--- src/hw/rtl/tfns_pkg.sv ---
// tfns_pkg: shared types and codes for the triangle face normal block.
// Item and result structs, request and status codes, controller commands.
// No dependencies.
package tfns_pkg;

	typedef struct packed {
		logic [1:0]         req_type;
		logic [15:0]        vertex_index;
		logic signed [15:0] pos_x;
		logic signed [15:0] pos_y;
		logic signed [15:0] pos_z;
		logic [15:0]        corner_a;
		logic [15:0]        corner_b;
		logic [15:0]        corner_c;
	} tfns_in_t;

	typedef struct packed {
		logic [1:0]         status;
		logic signed [15:0] normal_x;
		logic signed [15:0] normal_y;
		logic signed [15:0] normal_z;
		logic signed [15:0] read_x;
		logic signed [15:0] read_y;
		logic signed [15:0] read_z;
	} tfns_out_t;

	localparam logic [1:0] REQ_WRITE = 2'd0;
	localparam logic [1:0] REQ_TRI   = 2'd1;
	localparam logic [1:0] REQ_READ  = 2'd2;

	localparam logic [1:0] ST_DONE  = 2'd0;
	localparam logic [1:0] ST_RANGE = 2'd1;
	localparam logic [1:0] ST_DEGEN = 2'd2;

	localparam logic [3:0] OP_NONE      = 4'd0;
	localparam logic [3:0] OP_LOAD      = 4'd1;
	localparam logic [3:0] OP_POS_WR    = 4'd2;
	localparam logic [3:0] OP_RD        = 4'd3;
	localparam logic [3:0] OP_EDGE      = 4'd4;
	localparam logic [3:0] OP_MUL       = 4'd5;
	localparam logic [3:0] OP_MAG       = 4'd6;
	localparam logic [3:0] OP_SQ        = 4'd7;
	localparam logic [3:0] OP_SQRT_INIT = 4'd8;
	localparam logic [3:0] OP_SQRT      = 4'd9;
	localparam logic [3:0] OP_DIV_INIT  = 4'd10;
	localparam logic [3:0] OP_DIV       = 4'd11;
	localparam logic [3:0] OP_NRM_WR    = 4'd12;
	localparam logic [3:0] OP_CLEAR     = 4'd13;
	localparam logic [3:0] OP_RESP      = 4'd14;

	localparam logic [1:0] SEL_VI = 2'd0;
	localparam logic [1:0] SEL_A  = 2'd1;
	localparam logic [1:0] SEL_B  = 2'd2;
	localparam logic [1:0] SEL_C  = 2'd3;

	typedef struct packed {
		logic [3:0] op;
		logic [1:0] sel;
		logic [4:0] step;
	} tfns_cmd_t;

	typedef struct packed {
		logic [1:0] req;
		logic       vi_oor;
		logic       corner_oor;
		logic       degen;
		logic       clr_last;
	} tfns_stat_t;

endpackage

--- src/hw/rtl/tfns_ctrl.sv ---
// tfns_ctrl: sequencing state machine for the triangle face normal block.
// Issues tfns_cmd_t to tfns_datapath and owns the handshakes; uses tfns_pkg.
module tfns_ctrl (
	input  logic                 clk,
	input  logic                 arst_n,
	input  logic                 in_valid,
	output logic                 in_ready,
	output logic                 out_valid,
	input  logic                 out_ready,
	input  tfns_pkg::tfns_stat_t stat,
	output tfns_pkg::tfns_cmd_t  cmd
);

	localparam logic [4:0] S_CLEAR = 5'd0;
	localparam logic [4:0] S_IDLE  = 5'd1;
	localparam logic [4:0] S_DISP  = 5'd2;
	localparam logic [4:0] S_RD_A  = 5'd3;
	localparam logic [4:0] S_RD_B  = 5'd4;
	localparam logic [4:0] S_RD_C  = 5'd5;
	localparam logic [4:0] S_RD_W  = 5'd6;
	localparam logic [4:0] S_EDGE  = 5'd7;
	localparam logic [4:0] S_MUL   = 5'd8;
	localparam logic [4:0] S_MAG   = 5'd9;
	localparam logic [4:0] S_SQ    = 5'd10;
	localparam logic [4:0] S_SQI   = 5'd11;
	localparam logic [4:0] S_SQRT  = 5'd12;
	localparam logic [4:0] S_DVI   = 5'd13;
	localparam logic [4:0] S_DIV   = 5'd14;
	localparam logic [4:0] S_NW_A  = 5'd15;
	localparam logic [4:0] S_NW_B  = 5'd16;
	localparam logic [4:0] S_NW_C  = 5'd17;
	localparam logic [4:0] S_RESP  = 5'd18;

	logic [4:0] state_q, state_d;
	logic [4:0] step_q, step_d;
	logic [1:0] comp_q, comp_d;
	logic       out_valid_q;
	logic       fire;

	assign fire = !out_valid_q || out_ready;

	always_comb begin
		state_d  = state_q;
		step_d   = step_q;
		comp_d   = comp_q;
		cmd.op   = tfns_pkg::OP_NONE;
		cmd.sel  = tfns_pkg::SEL_VI;
		cmd.step = step_q;
		in_ready = 1'b0;
		unique case (state_q)
			S_CLEAR: begin
				cmd.op = tfns_pkg::OP_CLEAR;
				if (stat.clr_last)
					state_d = S_IDLE;
			end
			S_IDLE: begin
				in_ready = 1'b1;
				if (in_valid) begin
					cmd.op  = tfns_pkg::OP_LOAD;
					state_d = S_DISP;
				end
			end
			S_DISP: begin
				state_d = S_RESP;
				case (stat.req)
					tfns_pkg::REQ_WRITE: cmd.op = tfns_pkg::OP_POS_WR;
					tfns_pkg::REQ_READ:  if (!stat.vi_oor) cmd.op = tfns_pkg::OP_RD;
					tfns_pkg::REQ_TRI:   if (!stat.corner_oor) state_d = S_RD_A;
					default: ;
				endcase
			end
			S_RD_A: begin
				cmd.op = tfns_pkg::OP_RD; cmd.sel = tfns_pkg::SEL_A; state_d = S_RD_B;
			end
			S_RD_B: begin
				cmd.op = tfns_pkg::OP_RD; cmd.sel = tfns_pkg::SEL_B; state_d = S_RD_C;
			end
			S_RD_C: begin
				cmd.op = tfns_pkg::OP_RD; cmd.sel = tfns_pkg::SEL_C; state_d = S_RD_W;
			end
			S_RD_W: state_d = S_EDGE;
			S_EDGE: begin
				cmd.op  = tfns_pkg::OP_EDGE;
				step_d  = '0;
				state_d = S_MUL;
			end
			S_MUL: begin
				cmd.op = tfns_pkg::OP_MUL;
				step_d = step_q + 1'b1;
				if (step_q == 5'd6)
					state_d = S_MAG;
			end
			S_MAG: begin
				cmd.op  = tfns_pkg::OP_MAG;
				step_d  = '0;
				state_d = stat.degen ? S_NW_A : S_SQ;
			end
			S_SQ: begin
				cmd.op = tfns_pkg::OP_SQ;
				step_d = step_q + 1'b1;
				if (step_q == 5'd3)
					state_d = S_SQI;
			end
			S_SQI: begin
				cmd.op  = tfns_pkg::OP_SQRT_INIT;
				step_d  = '0;
				state_d = S_SQRT;
			end
			S_SQRT: begin
				cmd.op = tfns_pkg::OP_SQRT;
				step_d = step_q + 1'b1;
				if (step_q == 5'd31) begin
					comp_d  = '0;
					state_d = S_DVI;
				end
			end
			S_DVI: begin
				cmd.op  = tfns_pkg::OP_DIV_INIT;
				cmd.sel = comp_q;
				step_d  = '0;
				state_d = S_DIV;
			end
			S_DIV: begin
				cmd.op  = tfns_pkg::OP_DIV;
				cmd.sel = comp_q;
				step_d  = step_q + 1'b1;
				if (step_q == 5'd15) begin
					comp_d  = comp_q + 1'b1;
					state_d = (comp_q == 2'd2) ? S_NW_A : S_DVI;
				end
			end
			S_NW_A: begin
				cmd.op = tfns_pkg::OP_NRM_WR; cmd.sel = tfns_pkg::SEL_A; state_d = S_NW_B;
			end
			S_NW_B: begin
				cmd.op = tfns_pkg::OP_NRM_WR; cmd.sel = tfns_pkg::SEL_B; state_d = S_NW_C;
			end
			S_NW_C: begin
				cmd.op = tfns_pkg::OP_NRM_WR; cmd.sel = tfns_pkg::SEL_C; state_d = S_RESP;
			end
			S_RESP: begin
				if (fire) begin
					cmd.op  = tfns_pkg::OP_RESP;
					state_d = S_IDLE;
				end
			end
			default: state_d = S_IDLE;
		endcase
	end

	always_ff @(posedge clk or negedge arst_n) begin
		if (!arst_n) begin
			state_q     <= S_CLEAR;
			step_q      <= '0;
			comp_q      <= '0;
			out_valid_q <= 1'b0;
		end else begin
			state_q <= state_d;
			step_q  <= step_d;
			comp_q  <= comp_d;
			if (cmd.op == tfns_pkg::OP_RESP)
				out_valid_q <= 1'b1;
			else if (out_ready)
				out_valid_q <= 1'b0;
		end
	end

	assign out_valid = out_valid_q;

endmodule

--- config.mk ---
export PLATFORM = sky130hd
export DESIGN_NAME = tfns_ctrl
export DESIGN_NICKNAME = d
export VERILOG_FILES = /design/src/hw/rtl/tfns_pkg.sv /design/src/hw/rtl/tfns_ctrl.sv
export SDC_FILE = /design/constraint.sdc
export NUM_CORES = 1
export LEC_CHECK = 0
export BUFFER_PORTS_ARGS = -buffer_cell sky130_fd_sc_hd__clkbuf_2
export CAP_MARGIN = 20
export CORE_ASPECT_RATIO = 0.7
export CORE_UTILIZATION = 40
export DETAILED_ROUTE_END_ITERATION = 16
export GPL_TIMING_DRIVEN = 0
export PLACE_DENSITY_LB_ADDON = 0.12
export SYNTH_ARGS = -nofsm -noshare
export SYNTH_HDL_FRONTEND = slang
export SYNTH_SLANG_ARGS = --single-unit
--- constraint.sdc ---
create_clock -name clk -period 4.46 [get_ports clk]
set_clock_uncertainty 0.05 [all_clocks]
set_input_delay 0 -clock clk [delete_from_list [all_inputs] [get_ports clk]]
set_output_delay 0 -clock clk [all_outputs]
set_load 0.02 [all_outputs]
# ---- After elaboration in Yosys (flattened, before gate mapping)
# Cells that the tools add are included.
# Widths: inputs -> output; s select.
dict set report classes {
  n_addsub 2
  n_mul 0
  div_mod_pow 0
  magnitude_cmp 0
  n_eq_ne 33
  shift 0
  n_mux 25
  n_bitwise 0
  n_reduce_logical 17
}
# cell n
set op_table {}
lappend op_table {{$pmux 5 s19} 1}
lappend op_table {{$pmux 4 s14} 1}
lappend op_table {{$eq 5x4->1 const B} 9}
lappend op_table {{$mux 5} 9}
lappend op_table {{$eq 5x3->1 const B} 5}
lappend op_table {{$eq 5x5->1 const B} 4}
lappend op_table {{$eq 5x2->1 const B} 3}
lappend op_table {{$ne 2x2->1 const B} 7}
lappend op_table {{$pmux 5 s2} 1}
lappend op_table {{$mux 2} 4}
lappend op_table {{$pmux 2 s2} 2}
lappend op_table {{$pmux 2 s4} 1}
lappend op_table {{$reduce_or 2->1} 4}
lappend op_table {{$reduce_or 4->1} 2}
lappend op_table {{$reduce_and 7->1} 1}
lappend op_table {{$reduce_bool 2->1} 3}
lappend op_table {{$reduce_or 3->1} 2}
lappend op_table {{$add 5x1->5 const B} 1}
lappend op_table {{$eq 5x1->1 const B} 1}
lappend op_table {{$logic_not 5->1} 1}
lappend op_table {{$eq 2x2->1 const B} 2}
lappend op_table {{$eq 4x4->1 const B} 1}
lappend op_table {{$mux 1} 4}
lappend op_table {{$mux 4} 1}
lappend op_table {{7 further kinds} 7}
dict set report word_totals {
  register_bits 13
  latchBits 0
  ramBits 0
  mem_bits_ro 0
  in_bits 10
  output_inout_bits 13
  wordCells 81
  n_memories 0
}

# ---- Longest topological paths before layout
# Gate-level depths: netlist of the first run.
dict set report depth {
  depth_word 6
  ltp_mapped 7
  depth_no_buf 7
}

# ---- Worst setup path after synthesis of the first run
# Ideal clock, no wire load.
dict set report synth_timing {
  path_type {register to register}
  from {register step_q[0]}
  to {register state_q[1]}
  setup_ns 0.125
  arrival_time_ns 1.783
  required_ns 4.285
  slack_ns 2.502
  path_stages_with_launch 8
  path_buffers 0
  synth_period_minus_slack_ns 1.958
  cell_sequence {dfrtp_1 > ha_1 > and3_2 > ha_1 > mux2i_1 > nand3_1 > nand4_2 > mux2_4}
}
dict set report synth_via {
  elab_chain_cells 3
  elab_cells_between_ends 9
  classes_between {8 x eq/ne; 1 x reduce/logical}
}
# item line_no
set synth_rtl {}
lappend synth_rtl {{from (decl)} tfns_ctrl.sv:35} ;# logic [4:0] step_q, step_d;
lappend synth_rtl {{from (signal assigned)} tfns_ctrl.sv:159} ;# step_q <= step_d;
lappend synth_rtl {{$eq 5x4->1, or another cell as far along} tfns_ctrl.sv:127} ;# if (step_q == 5'd15) begin
lappend synth_rtl {{$ne 2x2->1 (no source line)} n/a}
lappend synth_rtl {{$reduce_and 7->1 (no source line) (*)} n/a}
lappend synth_rtl {{to (signal assigned)} tfns_ctrl.sv:158} ;# state_q <= state_d;
lappend synth_rtl {{to (decl)} tfns_ctrl.sv:34} ;# logic [4:0] state_q, state_d;
# Every way passes the cells marked *; elsewhere a longest branch is shown, timed or not.
# A chain may end at the register's enable or synchronous reset.

# ---- Worst setup path after layout of the first run
dict set report layout_timing {
  from {register step_q[1]}
  to {register state_q[1]}
}
# Same word-level chain as after synthesis.

==> metrics.txt, run 1 <==
vias per cell=5.55; diode count=0; pwr/cell area=681 nW/um^2; post-DP HPWL=2.31 mm; simple-gate portion of the synthesized area=27.2%; Seq/Total Area, Yosys=28.6%; Post-synth EDFFs=0; data arrival time of the worst path=2.17 ns; first-pass GRT wire length=4.58 mm; CTS resizes=0; most frequent cell after synthesis=nand2_1; WL final=2.95 mm; WP buf/inv=0; CP Max Fanout=5; delay of the slowest critical-path stage=0.42 ns; Static Leak=0.617 nW; most frequent cells after synthesis=nand2_1 (14), dfrtp_1 (13), a21oi_1 (12); max-slew violation count=0; Post CTS Setup Buffer Count=0; Min-Delay Path Depth=3; clock input transition at the sequential cells of the worst setup and hold paths=0.05 ns; WL/cell=14.7 um; antenna-violating nets left=0; I/O pin count=23; status=finished clean; Final Cycle Share=47.0%; final net count=183; DIE WIDTH=65.7 um; mux cell area share after synthesis=3.08%; data required time of the critical path=4.53 ns; synthesis-to-finish area growth=18.3%; Synth area leader=dfrtp_1; fmax=477 MHz; drt drc=0; Setup CP Type=flip-flop to flip-flop; XOR/XNOR Fraction of Synth Area=1.54%; first-pass iteration count of the detailed router=4; starting density of the core=44.2%; startpoint class of the critical path=flip-flop; Longest Clk Path Bufs=2; worst path cell trace=ha_1 -> and3_2 -> ha_1 -> mux2i_1 -> nand3_1 -> nand4_2 -> mux2_4; R2R cell count=7; Port Buffers=22; hold_sp=in_valid; Row Count=15; Mean Syn Cell Area=8.12 um^2; Period minus WS final=2.10 ns; origin of the critical flop-to-flop path=step_q[1]$_DFFE_PN0P_; Int Pwr=0.455 mW; Clock Power Share=11.1%; top_reg_cell synth=dfrtp_1; YS warnings=0; via count=1116; worst-margin pin slew=0.387 ns; VDD IR max=0.252 mV; share of layout cells above drive strength 1=29.3%; share of the synthesized area in the top cell type=28.6%; adder-cell share of the synthesized area=5.50%; register bit count reported by yosys=13; Compound-Gate Fraction of Synth Area=26.2%; Post-Syn Area=1140 um^2; H-tree depth=1; Total Neg Setup Slack=0 ns; Total GRT Usage=20.7%; RSZ-0062 raised after global routing=no; Net Switching=0.462 mW; Post-Synthesis Cells=140; largest net degree at the start of global routing=14; Core ar.=2570 um^2; clk root buf=clkbuf_8; Die ar.=3060 um^2; Worst Hold End=state_q[0]$_DFFE_PN0P_; Distinct cells, synth=46; initial antenna violation count=0; chip height=46.6 um; Max-cap violations=0; combinational share of power=69.2%; syn_nets=155; Synth async-reset ratio=100%; Switching Fraction=50.4%; Worst setup EP type=flip-flop; GPL Wtd Cong=0.889; Reg-to-Reg End=state_q[1]$_DFFE_PN0P_; Worst-Skew Late Latency=0.24 ns; Reg power frac=19.6%; Synth area leaders=dfrtp_1 (29%), ha_1 (5.5%), a21oi_1 (5.3%); hold_buf cts=1; CTS Sinks=13; vias in the first global route=932; slowest CP cell=dfrtp_1; Num CTS Buffers=3; Hold Path Class=input pin to flip-flop; Setup Viol. Count Final=0; overall power=0.916 mW; Reg2Reg Setup Slack=2.36 ns; largest family of logic cells by synthesized area=simple AND/OR/NAND/NOR gates; CP top delay family=simple AND/OR/NAND/NOR gates; Rel. slew slack=73.6%; final hold violation count=0; CTS tree=yes; Crit path top cell by count=ha_1; grt ovf=0; Iter 0 DRT Violations=63
## kinds of logic after synthesis
group,Yosys count
and+or+nand+nor,52
AOI/OAI and AO/OA,48
muxes,3
buffers and inverters,17
DFF,13
adders and majority gates,5
xor gates and xnor gates,2
## per-layer routing
| layer | routed length, um | part of all wire, % | up-vias | global-route usage (%) |
|---|---|---|---|---|
| met5 | 0 | 0 | - | 0 |
| met4 | 0 | 0 | 0 | 1.30 |
| met3 | 255 | 8.6 | 0 | 4.70 |
| met2 | 1270 | 43 | 45 | 31.2 |
| met1 | 1430 | 48 | 509 | 31.2 |
| li1 | - | - | 562 | - |
## layout by cell type, fill, tap and decap left out, types with 2 or more instances in the layout
| cell | n |
|---|---|
| nand2_1 | 14 |
| o22ai_1 | 5 |
| o32ai_1 | 2 |
| nand2b_1 | 4 |
| nor2b_1 | 2 |
| nor2_1 | 10 |
| clkbuf_2 | 22 |
| mux2i_1 | 2 |
| o21ai_1 | 4 |
| o211ai_1 | 2 |
| o21ai_0 | 10 |
| inv_1 | 6 |
| nand4_1 | 2 |
| clkbuf_8 | 3 |
| nand4_2 | 2 |
| buf_4 | 3 |
| dfrtp_1 | 13 |
| nand3_1 | 5 |
| a22oi_1 | 2 |
| buf_2 | 6 |
| nor3_1 | 2 |
| a21oi_1 | 12 |
| o31ai_1 | 3 |
| ha_1 | 5 |
## worst max-delay path by stage
stage / slack [ns] / start / end / cells after the start
finish: 2.36 / step_q[1]$_DFFE_PN0P_ / state_q[1]$_DFFE_PN0P_ / 7
global route: 2.26 / step_q[1]$_DFFE_PN0P_ / state_q[1]$_DFFE_PN0P_ / 7
CTS: 2.37 / step_q[1]$_DFFE_PN0P_ / state_q[1]$_DFFE_PN0P_ / 7
floorplan: 2.50 / step_q[0]$_DFFE_PN0P_ / state_q[1]$_DFFE_PN0P_ / 7
global placement: 2.44 / step_q[1]$_DFFE_PN0P_ / state_q[1]$_DFFE_PN0P_ / 7
detailed placement: 2.39 / step_q[1]$_DFFE_PN0P_ / state_q[1]$_DFFE_PN0P_ / 7
## sequential cells by signal, indices dropped and copies added, names as in the netlist
| signal | cells |
|---|---|
| step_q | 5 |
| comp_q | 2 |
| state_q | 5 |
| out_valid | 1 |
## area by class of cell
cell class,count,area (um^2)
inverters,7,26.3
flip-flops and latches,13,325
fillers,250,1230
repair buffers,23,120
plain buffers,10,63.8
clock buffers,4,45.0
multi-input cells,110,722
well taps,34,42.5
## per-stage QoR
step	utilization [%]	instances	hold WS (ns)	cell area [um^2]	setup WS [ns]
CTS	52.3	201	0.0546	1350	2.37
finish	52.3	201	0.0641	1350	2.36
detailed placement	50.2	196	-0.139	1290	2.39
floorplan	-	140	-0.346	1140	2.50
global route	52.3	201	0.0832	1350	2.26
global placement	50.2	196	-0.139	1290	2.44
## power groups by stage
stage | Sequential [mW] | Combinational [mW] | Clock, mW
5_1_grt | 0.185 | 0.694 | 0.110
3_3_place_gp | 0.180 | 0.622 | 0
3_5_place_dp | 0.182 | 0.628 | 0
4_1_cts | 0.180 | 0.631 | 0.104
2_1_floorplan | 0.187 | 0.468 | 0
6_report | 0.180 | 0.635 | 0.102
## worst register-to-register path: stages (launching register included)
cell	delay, ns
dfrtp_1	0.42
ha_1	0.24
and3_2	0.25
ha_1	0.22
mux2i_1	0.19
nand3_1	0.16
nand4_2	0.15
mux2_4	0.31
Power figures use the tool's default switching activity.
==> run 2: changes to the inputs <==
--- a/config.mk
+++ b/config.mk
@@ -5,6 +5,7 @@
 export SDC_FILE = /design/constraint.sdc
 export NUM_CORES = 1
 export LEC_CHECK = 0
+export ABC_AREA = 1
 export BUFFER_PORTS_ARGS = -buffer_cell sky130_fd_sc_hd__clkbuf_2
 export CAP_MARGIN = 20
 export CORE_ASPECT_RATIO = 0.7
==> constraint.sdc (replaced) <==
create_clock -name clk -period 1.86 [get_ports clk]
set_clock_uncertainty 0.05 [all_clocks]
set_input_delay 0 -clock clk [delete_from_list [all_inputs] [get_ports clk]]
set_output_delay 0 -clock clk [all_outputs]
set_load 0.02 [all_outputs]
==> run 2 against run 1 <==
  * The run now ends with hold timing left
  * Wire length grew 11%
  * Die area grew 6.9%
  * Setup slack worse by 2.3 ns
  * Power grew 140%
  * Sequential power grew to 2.7 times the previous value
  * Critical path type is now flip-flop to output pin
==> metrics.txt, run 2 <==
status=complete, but fails checks (was finished clean); failing checks=hold timing; Reg-to-Reg End=state_q[1]$_DFFE_PN0P_ (unchanged); CP top delay family=simple AND/OR/NAND/NOR gates (unchanged); Top Registers=state_q: 5 flops, step_q: 5 flops, comp_q: 2 flops (unchanged); most frequent cells after synthesis=nand2_1 (34), nand3_1 (26), inv_1 (22) (was nand2_1 (14), dfrtp_1 (13), a21oi_1 (12)); grt ovf=0 (unchanged); antenna-violating nets left=0 (unchanged); max-slew violation count=0 (unchanged); Worst-Skew Late Latency=0.25 ns (was 0.24 ns); clk root buf=clkbuf_8 (unchanged); initial antenna violation count=0 (unchanged); Total Neg Setup Slack=0 ns (unchanged); Clock Power Share=11.8% (was 11.1%); most frequent cells in the layout=nand2_1 (33), nand3_1 (26), inv_1 (22), clkbuf_2 (21), nor2_1 (18) (was clkbuf_2 (22), nand2_1 (14), dfrtp_1 (13), a21oi_1 (12)); WL/cell=13.5 um (was 14.7 um); H-tree depth=1 (unchanged); delay of the slowest critical-path stage=0.46 ns (was 0.42 ns); commonest non-fill, non-tap cell in the layout=nand2_1 (was clkbuf_2); Switching Fraction=53.7% (was 50.4%); Seq/Total Area, Yosys=26.7% (was 28.6%); share of the synthesized area in the top cell type=26.7% (was 28.6%); Synth area leaders=dfrtp_1 (27%), nand3_1 (11%), nand2_1 (10%) (was dfrtp_1 (29%), ha_1 (5.5%), a21oi_1 (5.3%)); combinational share of power=66.1% (was 69.2%); WL final=3.27 mm (was 2.95 mm); post-route setup slack=0.0868 ns (was 2.36 ns); Die ar.=3270 um^2 (was 3060 um^2); I/O pin count=23 (unchanged); pwr/cell area=1450 nW/um^2 (was 681 nW/um^2); starting density of the core=42.9% (was 44.2%); Longest Clk Path Bufs=2 (unchanged); slowest CP cell=dfrtp_2 (was dfrtp_1); Final Cycle Share=95.3%; Synth area leader=dfrtp_1 (unchanged); Core ar.=2840 um^2 (was 2570 um^2); Mean Syn Cell Area=7.00 um^2 (was 8.12 um^2); register bit count reported by yosys=13 (unchanged); Distinct cells, synth=28 (was 46); Post-Synthesis Cells=174 (was 140); Max-cap violations=0 (unchanged); share of layout cells above drive strength 1=31.9% (was 29.3%); Reg power frac=22.1% (was 19.6%); drt drc=0 (unchanged); diode count=0 (unchanged); Setup Viol. Count Final=0 (unchanged); GPL Wtd Cong=0.908 (was 0.889); final hold violation count=1 (was 0); first-pass GRT wire length=5.10 mm (was 4.58 mm); Net Switching=1.17 mW (was 0.462 mW); data required time of the critical path=1.81 ns (was 4.53 ns); largest net degree at the start of global routing=14 (unchanged); via count=1277 (was 1116); worst-margin pin slew=0.344 ns (was 0.387 ns); Period minus WS final=1.77 ns; fmax=564 MHz; startpoint class of the critical path=flip-flop (unchanged); data arrival time of the worst path=1.72 ns (was 2.17 ns); vias per cell=5.26 (was 5.55); Setup CP Type=flip-flop to output pin (was flip-flop to flip-flop); post-DP HPWL=2.60 mm (was 2.31 mm); Rel. slew slack=77.1% (was 73.6%); syn_nets=189 (was 155); Worst setup EP type=output pin (was flip-flop); Num CTS Buffers=3 (unchanged); origin of the critical flop-to-flop path=step_q[1]$_DFFE_PN0P_ (unchanged); crit path launch=state_q[3]$_DFFE_PN0P_ (was step_q[1]$_DFFE_PN0P_); Reg2Reg Setup Slack=0.13 ns (was 2.36 ns); clock input transition at the sequential cells of the worst setup and hold paths=0.06 ns (was 0.05 ns); CTS tree=yes (unchanged); WP buf/inv=2 (was 0); Synth async-reset ratio=100% (unchanged); CTS Sinks=13 (unchanged); synthesis-to-finish area growth=22.7% (was 18.3%); CP Max Fanout=6 (was 5); final net count=223 (was 183); Iter 0 DRT Violations=101 (was 63); YS warnings=0 (unchanged); DIE WIDTH=68.0 um (was 65.7 um); cell count along the critical path=7 (unchanged); Static Leak=0.813 nW (was 0.617 nW); top_reg_cell synth=dfrtp_1 (unchanged); most frequent cell after synthesis=nand2_1 (unchanged); first-pass iteration count of the detailed router=4 (unchanged); Post-Syn Area=1220 um^2 (was 1140 um^2); Row Count=16 (was 15); worst path cell trace=nor2_4 -> buf_4 -> nand3_1 -> nand2_1 -> nor2_1 -> o211ai_1 -> clkbuf_2 (was ha_1 -> and3_2 -> ha_1 -> mux2i_1 -> nand3_1 -> nand4_2 -> mux2_4); overall power=2.17 mW (was 0.916 mW); Port Buffers=22 (unchanged); chip height=48.2 um (was 46.6 um); Hold Path Class=input pin to flip-flop (unchanged); Int Pwr=1.01 mW (was 0.455 mW); VDD IR max=0.748 mV (was 0.252 mV); Post-synth EDFFs=0 (unchanged); vias in the first global route=1064 (was 932); crit path to=cmd[10] (was state_q[1]$_DFFE_PN0P_); Min Hold Slack=-0.000558 ns (was 0.0641 ns); Total GRT Usage=22.0% (was 20.7%); pre-CTS setup slack=0.132 ns (was 2.39 ns); R2R cell count=10 (was 7)
-- run 2: cells by family (layout without fill, tap and decap cells) --
group                    count (synthesis)  in the layout  synth area share, %
XOR/XNOR                                 1              1                0.719
adder cells (fa/ha/maj)                  5              5                 5.13
AND/OR/NAND/NOR                        105            105                 45.7
buffers and inverters                   30             63                 10.1
AO/OA/AOI/OAI                           20             20                 11.7
flip-flops                              13             13                 26.7
-- run 2: worst min-delay path by stage --
stage,from,endpoint,slack (ns),depth (start not counted)
6_report,in_valid,state_q[0]$_DFFE_PN0P_,-0.0006,4
5_1_grt,in_valid,state_q[0]$_DFFE_PN0P_,0.03,4
4_1_cts,in_valid,state_q[0]$_DFFE_PN0P_,0.004,4
3_5_place_dp,arst_n,comp_q[0]$_DFFE_PN0P_,-0.13,1
3_3_place_gp,arst_n,comp_q[0]$_DFFE_PN0P_,-0.13,1
2_1_floorplan,arst_n,comp_q[0]$_DFFE_PN0P_,-0.35,0
-- run 2: power groups by stage --
stage | combinational [mW] | clock [mW] | sequential, mW
2_1_floorplan | 0.964 | 0 | 0.490
3_3_place_gp | 1.34 | 0 | 0.468
3_5_place_dp | 1.35 | 0 | 0.475
4_1_cts | 1.38 | 0.266 | 0.469
5_1_grt | 1.59 | 0.278 | 0.492
6_report | 1.44 | 0.258 | 0.480
-- run 2: what timing repair did --
action,in CTS,in global routing
gates resized for setup,1,8
setup buffers,1,4
hold endpoints to repair,14,0
pin swaps,1,0
hold buffers,2,0
setup endpoints to repair,3,8
-- run 2: layout make-up --
| type | instances | area [um^2] |
|---|---|---|
| clock buffer | 4 | 45.0 |
| fill | 293 | 1350 |
| multi-input combinational | 131 | 783 |
| timing repair buffer | 29 | 168 |
| tap | 36 | 45.0 |
| buffer | 1 | 11.3 |
| sequential | 13 | 329 |
| inverter | 29 | 114 |
-- run 2: per-stage QoR --
stage	util (%)	instances	cell area (um^2)
2_1_floorplan	-	174	1220
3_3_place_gp	48.3	232	1370
3_5_place_dp	48.3	232	1370
4_1_cts	51.0	239	1450
5_1_grt	52.6	243	1500
6_report	52.6	243	1500
-- run 2: worst reg2reg max path, delay by kind of cell (launching register included) --
kind / cells / cell delay, ns
buf+inv: 1 / 0.05
flops: 1 / 0.42
compound gates: 1 / 0.14
fa+ha+maj: 2 / 0.39
simple gates: 6 / 0.57
-- run 2: metal layers --
metal  track usage [%]  vias up  share of wire (%)
li1                  -      638                  -
met1              32.4      587                 50
met2              30.6       50                 41
met3              6.54        2                7.7
met4              6.25        0               0.52
met5                 0        -                  0
==> run 3: changes to the inputs <==
--- a/config.mk
+++ b/config.mk
@@ -13,6 +13,7 @@
 export DETAILED_ROUTE_END_ITERATION = 16
 export GPL_TIMING_DRIVEN = 0
 export PLACE_DENSITY_LB_ADDON = 0.12
+export RECOVER_POWER = 25
 export SYNTH_ARGS = -nofsm -noshare
 export SYNTH_HDL_FRONTEND = slang
 export SYNTH_SLANG_ARGS = --single-unit
==> run 3 against run 2 <==
  * The run still ends with hold timing left
  * Largest cell class unchanged
  * Final cell count unchanged
  * First-iteration DRC count unchanged
  * Die area unchanged
  * Power barely moved
  * Clock power is essentially flat
  * Critical path depth stayed put
  * Register-to-register slack about the same
  * Via count did not move
  * Maximum frequency unchanged
  * Sequential cell count stayed put
==> metrics.txt, run 3 (synthesis gave the netlist of run 2 again) <==
Worst Hold End=state_q[0]$_DFFE_PN0P_ (unchanged); pwr/cell area=1460 nW/um^2 (was 1450 nW/um^2); Num CTS Buffers=3 (unchanged); worst path cell trace=nor2_4 -> buf_4 -> nand3_1 -> nand2_1 -> nor2_1 -> o211ai_1 -> clkbuf_2 (unchanged); Port Buffers=22 (unchanged); final net count=223 (unchanged); fmax=564 MHz (unchanged); failing checks=hold timing (unchanged); most frequent cells in the layout=nand2_1 (33), nand3_1 (26), inv_1 (22), clkbuf_2 (20), nor2_1 (18) (was nand2_1 (33), nand3_1 (26), inv_1 (22), clkbuf_2 (21), nor2_1 (18)); delay of the slowest critical-path stage=0.46 ns (about the same); Min-Delay Path Depth=4 (unchanged); combinational share of power=66.1% (about the same); Worst setup EP type=output pin (unchanged); Setup Viol. Count Final=0 (unchanged); DIE WIDTH=68.0 um (unchanged); H-tree depth=1 (unchanged); fill cell count=292 (was 293); post-route insts no fill=243 (unchanged); Reg-to-Reg End=state_q[1]$_DFFE_PN0P_ (unchanged); grt ovf=0 (unchanged); WL final=3.27 mm (unchanged); largest net degree at the start of global routing=14 (unchanged); Die ar.=3270 um^2 (unchanged); Reg power frac=22.1% (about the same); commonest non-fill, non-tap cell in the layout=nand2_1 (unchanged); Period minus WS final=1.77 ns (unchanged); initial antenna violation count=0 (unchanged); antenna-violating nets left=0 (unchanged); post-DP HPWL=2.60 mm (unchanged); clk root buf=clkbuf_8 (unchanged); VDD IR max=0.748 mV (about the same); Core ar.=2840 um^2 (unchanged); Switching Fraction=53.7% (about the same); Hold Path Class=input pin to flip-flop (unchanged); drt drc=0 (unchanged); GPL Wtd Cong=0.908 (unchanged); Row Count=16 (unchanged); CP Max Fanout=6 (unchanged); final hold violation count=1 (unchanged); Iter 0 DRT Violations=101 (unchanged); data arrival time of the worst path=1.72 ns (about the same); Min Hold Slack=-0.000558 ns (unchanged); slowest CP cell=dfrtp_2 (unchanged); Total GRT Usage=22.0% (unchanged); vias in the first global route=1064 (unchanged); hold_sp=in_valid (unchanged); WL/cell=13.5 um (unchanged); CTS tree=yes (unchanged); first-pass GRT wire length=5.10 mm (unchanged); via count=1277 (unchanged); max-slew violation count=0 (unchanged); Net Switching=1.17 mW (about the same); worst-margin pin slew=0.739 ns (was 0.344 ns); Static Leak=0.810 nW (was 0.813 nW); Int Pwr=1.01 mW (about the same); Top Registers=state_q: 5 flops, step_q: 5 flops, comp_q: 2 flops (unchanged); chip height=48.2 um (unchanged); share of layout cells above drive strength 1=31.4% (was 31.9%); Setup CP Type=flip-flop to output pin (unchanged); Final Cycle Share=95.3% (unchanged); origin of the critical flop-to-flop path=step_q[1]$_DFFE_PN0P_ (unchanged); clock input transition at the sequential cells of the worst setup and hold paths=0.06 ns (about the same); first-pass iteration count of the detailed router=4 (unchanged); Max-cap violations=0 (unchanged); status=complete, but fails checks (unchanged); Worst-Skew Late Latency=0.25 ns (about the same); Longest Clk Path Bufs=2 (unchanged); placed cells=232 (unchanged); diode count=0 (unchanged); Rel. slew slack=50.8% (was 77.1%); data required time of the critical path=1.81 ns (about the same); vias per cell=5.26 (unchanged); CTS Sinks=13 (unchanged); starting density of the core=42.9% (unchanged); startpoint class of the critical path=flip-flop (unchanged); Clock Power Share=11.8% (about the same); Reg2Reg Setup Slack=0.13 ns (about the same); R2R cell count=10 (unchanged); I/O pin count=23 (unchanged); synthesis-to-finish area growth=22.6% (was 22.7%); overall power=2.17 mW (about the same)
==> run 3: per-layer routing <==
layer | GRT usage (%) | wire, um
met1 | 32.4 | 1650
met2 | 30.6 | 1350
met3 | 6.54 | 252
met4 | 6.25 | 17
met5 | 0 | 0
==> run 3: worst max-delay path: cells and delay by family (launching register included) <==
| kind | cells | cell delay (ns) |
|---|---|---|
| DFF | 1 | 0.46 |
| and+or+nand+nor | 4 | 0.56 |
| buffers and inverters | 2 | 0.35 |
| AOI/OAI and AO/OA | 1 | 0.09 |
==> run 3: layout make-up <==
| cell class | count | area (um^2) | area share (%) |
|---|---|---|---|
| Buffer | 1 | 11.3 | 0.754 |
| Clock buffer | 4 | 45.0 | 3.02 |
| Inverter | 29 | 114 | 7.62 |
| Multi-Input combinational cell | 131 | 783 | 52.4 |
| Sequential cell | 13 | 329 | 22.0 |
| Tap cell | 36 | 45.0 | 3.02 |
| Timing Repair Buffer | 29 | 166 | 11.1 |
==> run 3: stage by stage <==
stage          hold slack, ns  setup WS (ns)  instance area (um^2)  util [%]  TNS (ns)
2_1_floorplan          -0.346          0.213                  1220         -         0
3_3_place_gp           -0.132          0.151                  1370      48.3         0
3_5_place_dp           -0.130          0.132                  1370      48.3         0
4_1_cts               0.00403         0.0458                  1450      51.0         0
5_1_grt                0.0311        -0.0411                  1490      52.6   -0.0744
6_report            -0.000558         0.0868                  1490      52.6         0
==> run 3: worst max-delay path by stage <==
stage | startpoint | slack [ns] | depth (start not counted) | to
2_1_floorplan | step_q[1]$_DFFE_PN0P_ | 0.21 | 10 | state_q[1]$_DFFE_PN0P_
3_5_place_dp | state_q[2]$_DFFE_PN0P_ | 0.13 | 8 | cmd[10]
5_1_grt | step_q[1]$_DFFE_PN0P_ | -0.04 | 10 | state_q[1]$_DFFE_PN0P_
3_3_place_gp | state_q[2]$_DFFE_PN0P_ | 0.15 | 8 | cmd[10]
6_report | state_q[3]$_DFFE_PN0P_ | 0.09 | 7 | cmd[10]
4_1_cts | state_q[3]$_DFFE_PN0P_ | 0.05 | 8 | cmd[10]
==> run 3: what timing repair did <==
action / CTS / global route
setup endpoints to repair: 3 / 8
buffers inserted: 1 / 4
pin swaps: 1 / 0
gates resized for setup: 1 / 8
hold buffers: 2 / 0
endpoints found under the hold margin: 14 / 0
==> run 3: power groups by stage <==
| stage | Sequential (mW) | Clock, mW | Combinational [mW] |
|---|---|---|---|
| CTS | 0.469 | 0.266 | 1.38 |
| global route | 0.492 | 0.278 | 1.59 |
| finish | 0.480 | 0.258 | 1.44 |
| detailed placement | 0.475 | 0 | 1.35 |
| floorplan | 0.490 | 0 | 0.964 |
| global placement | 0.468 | 0 | 1.34 |
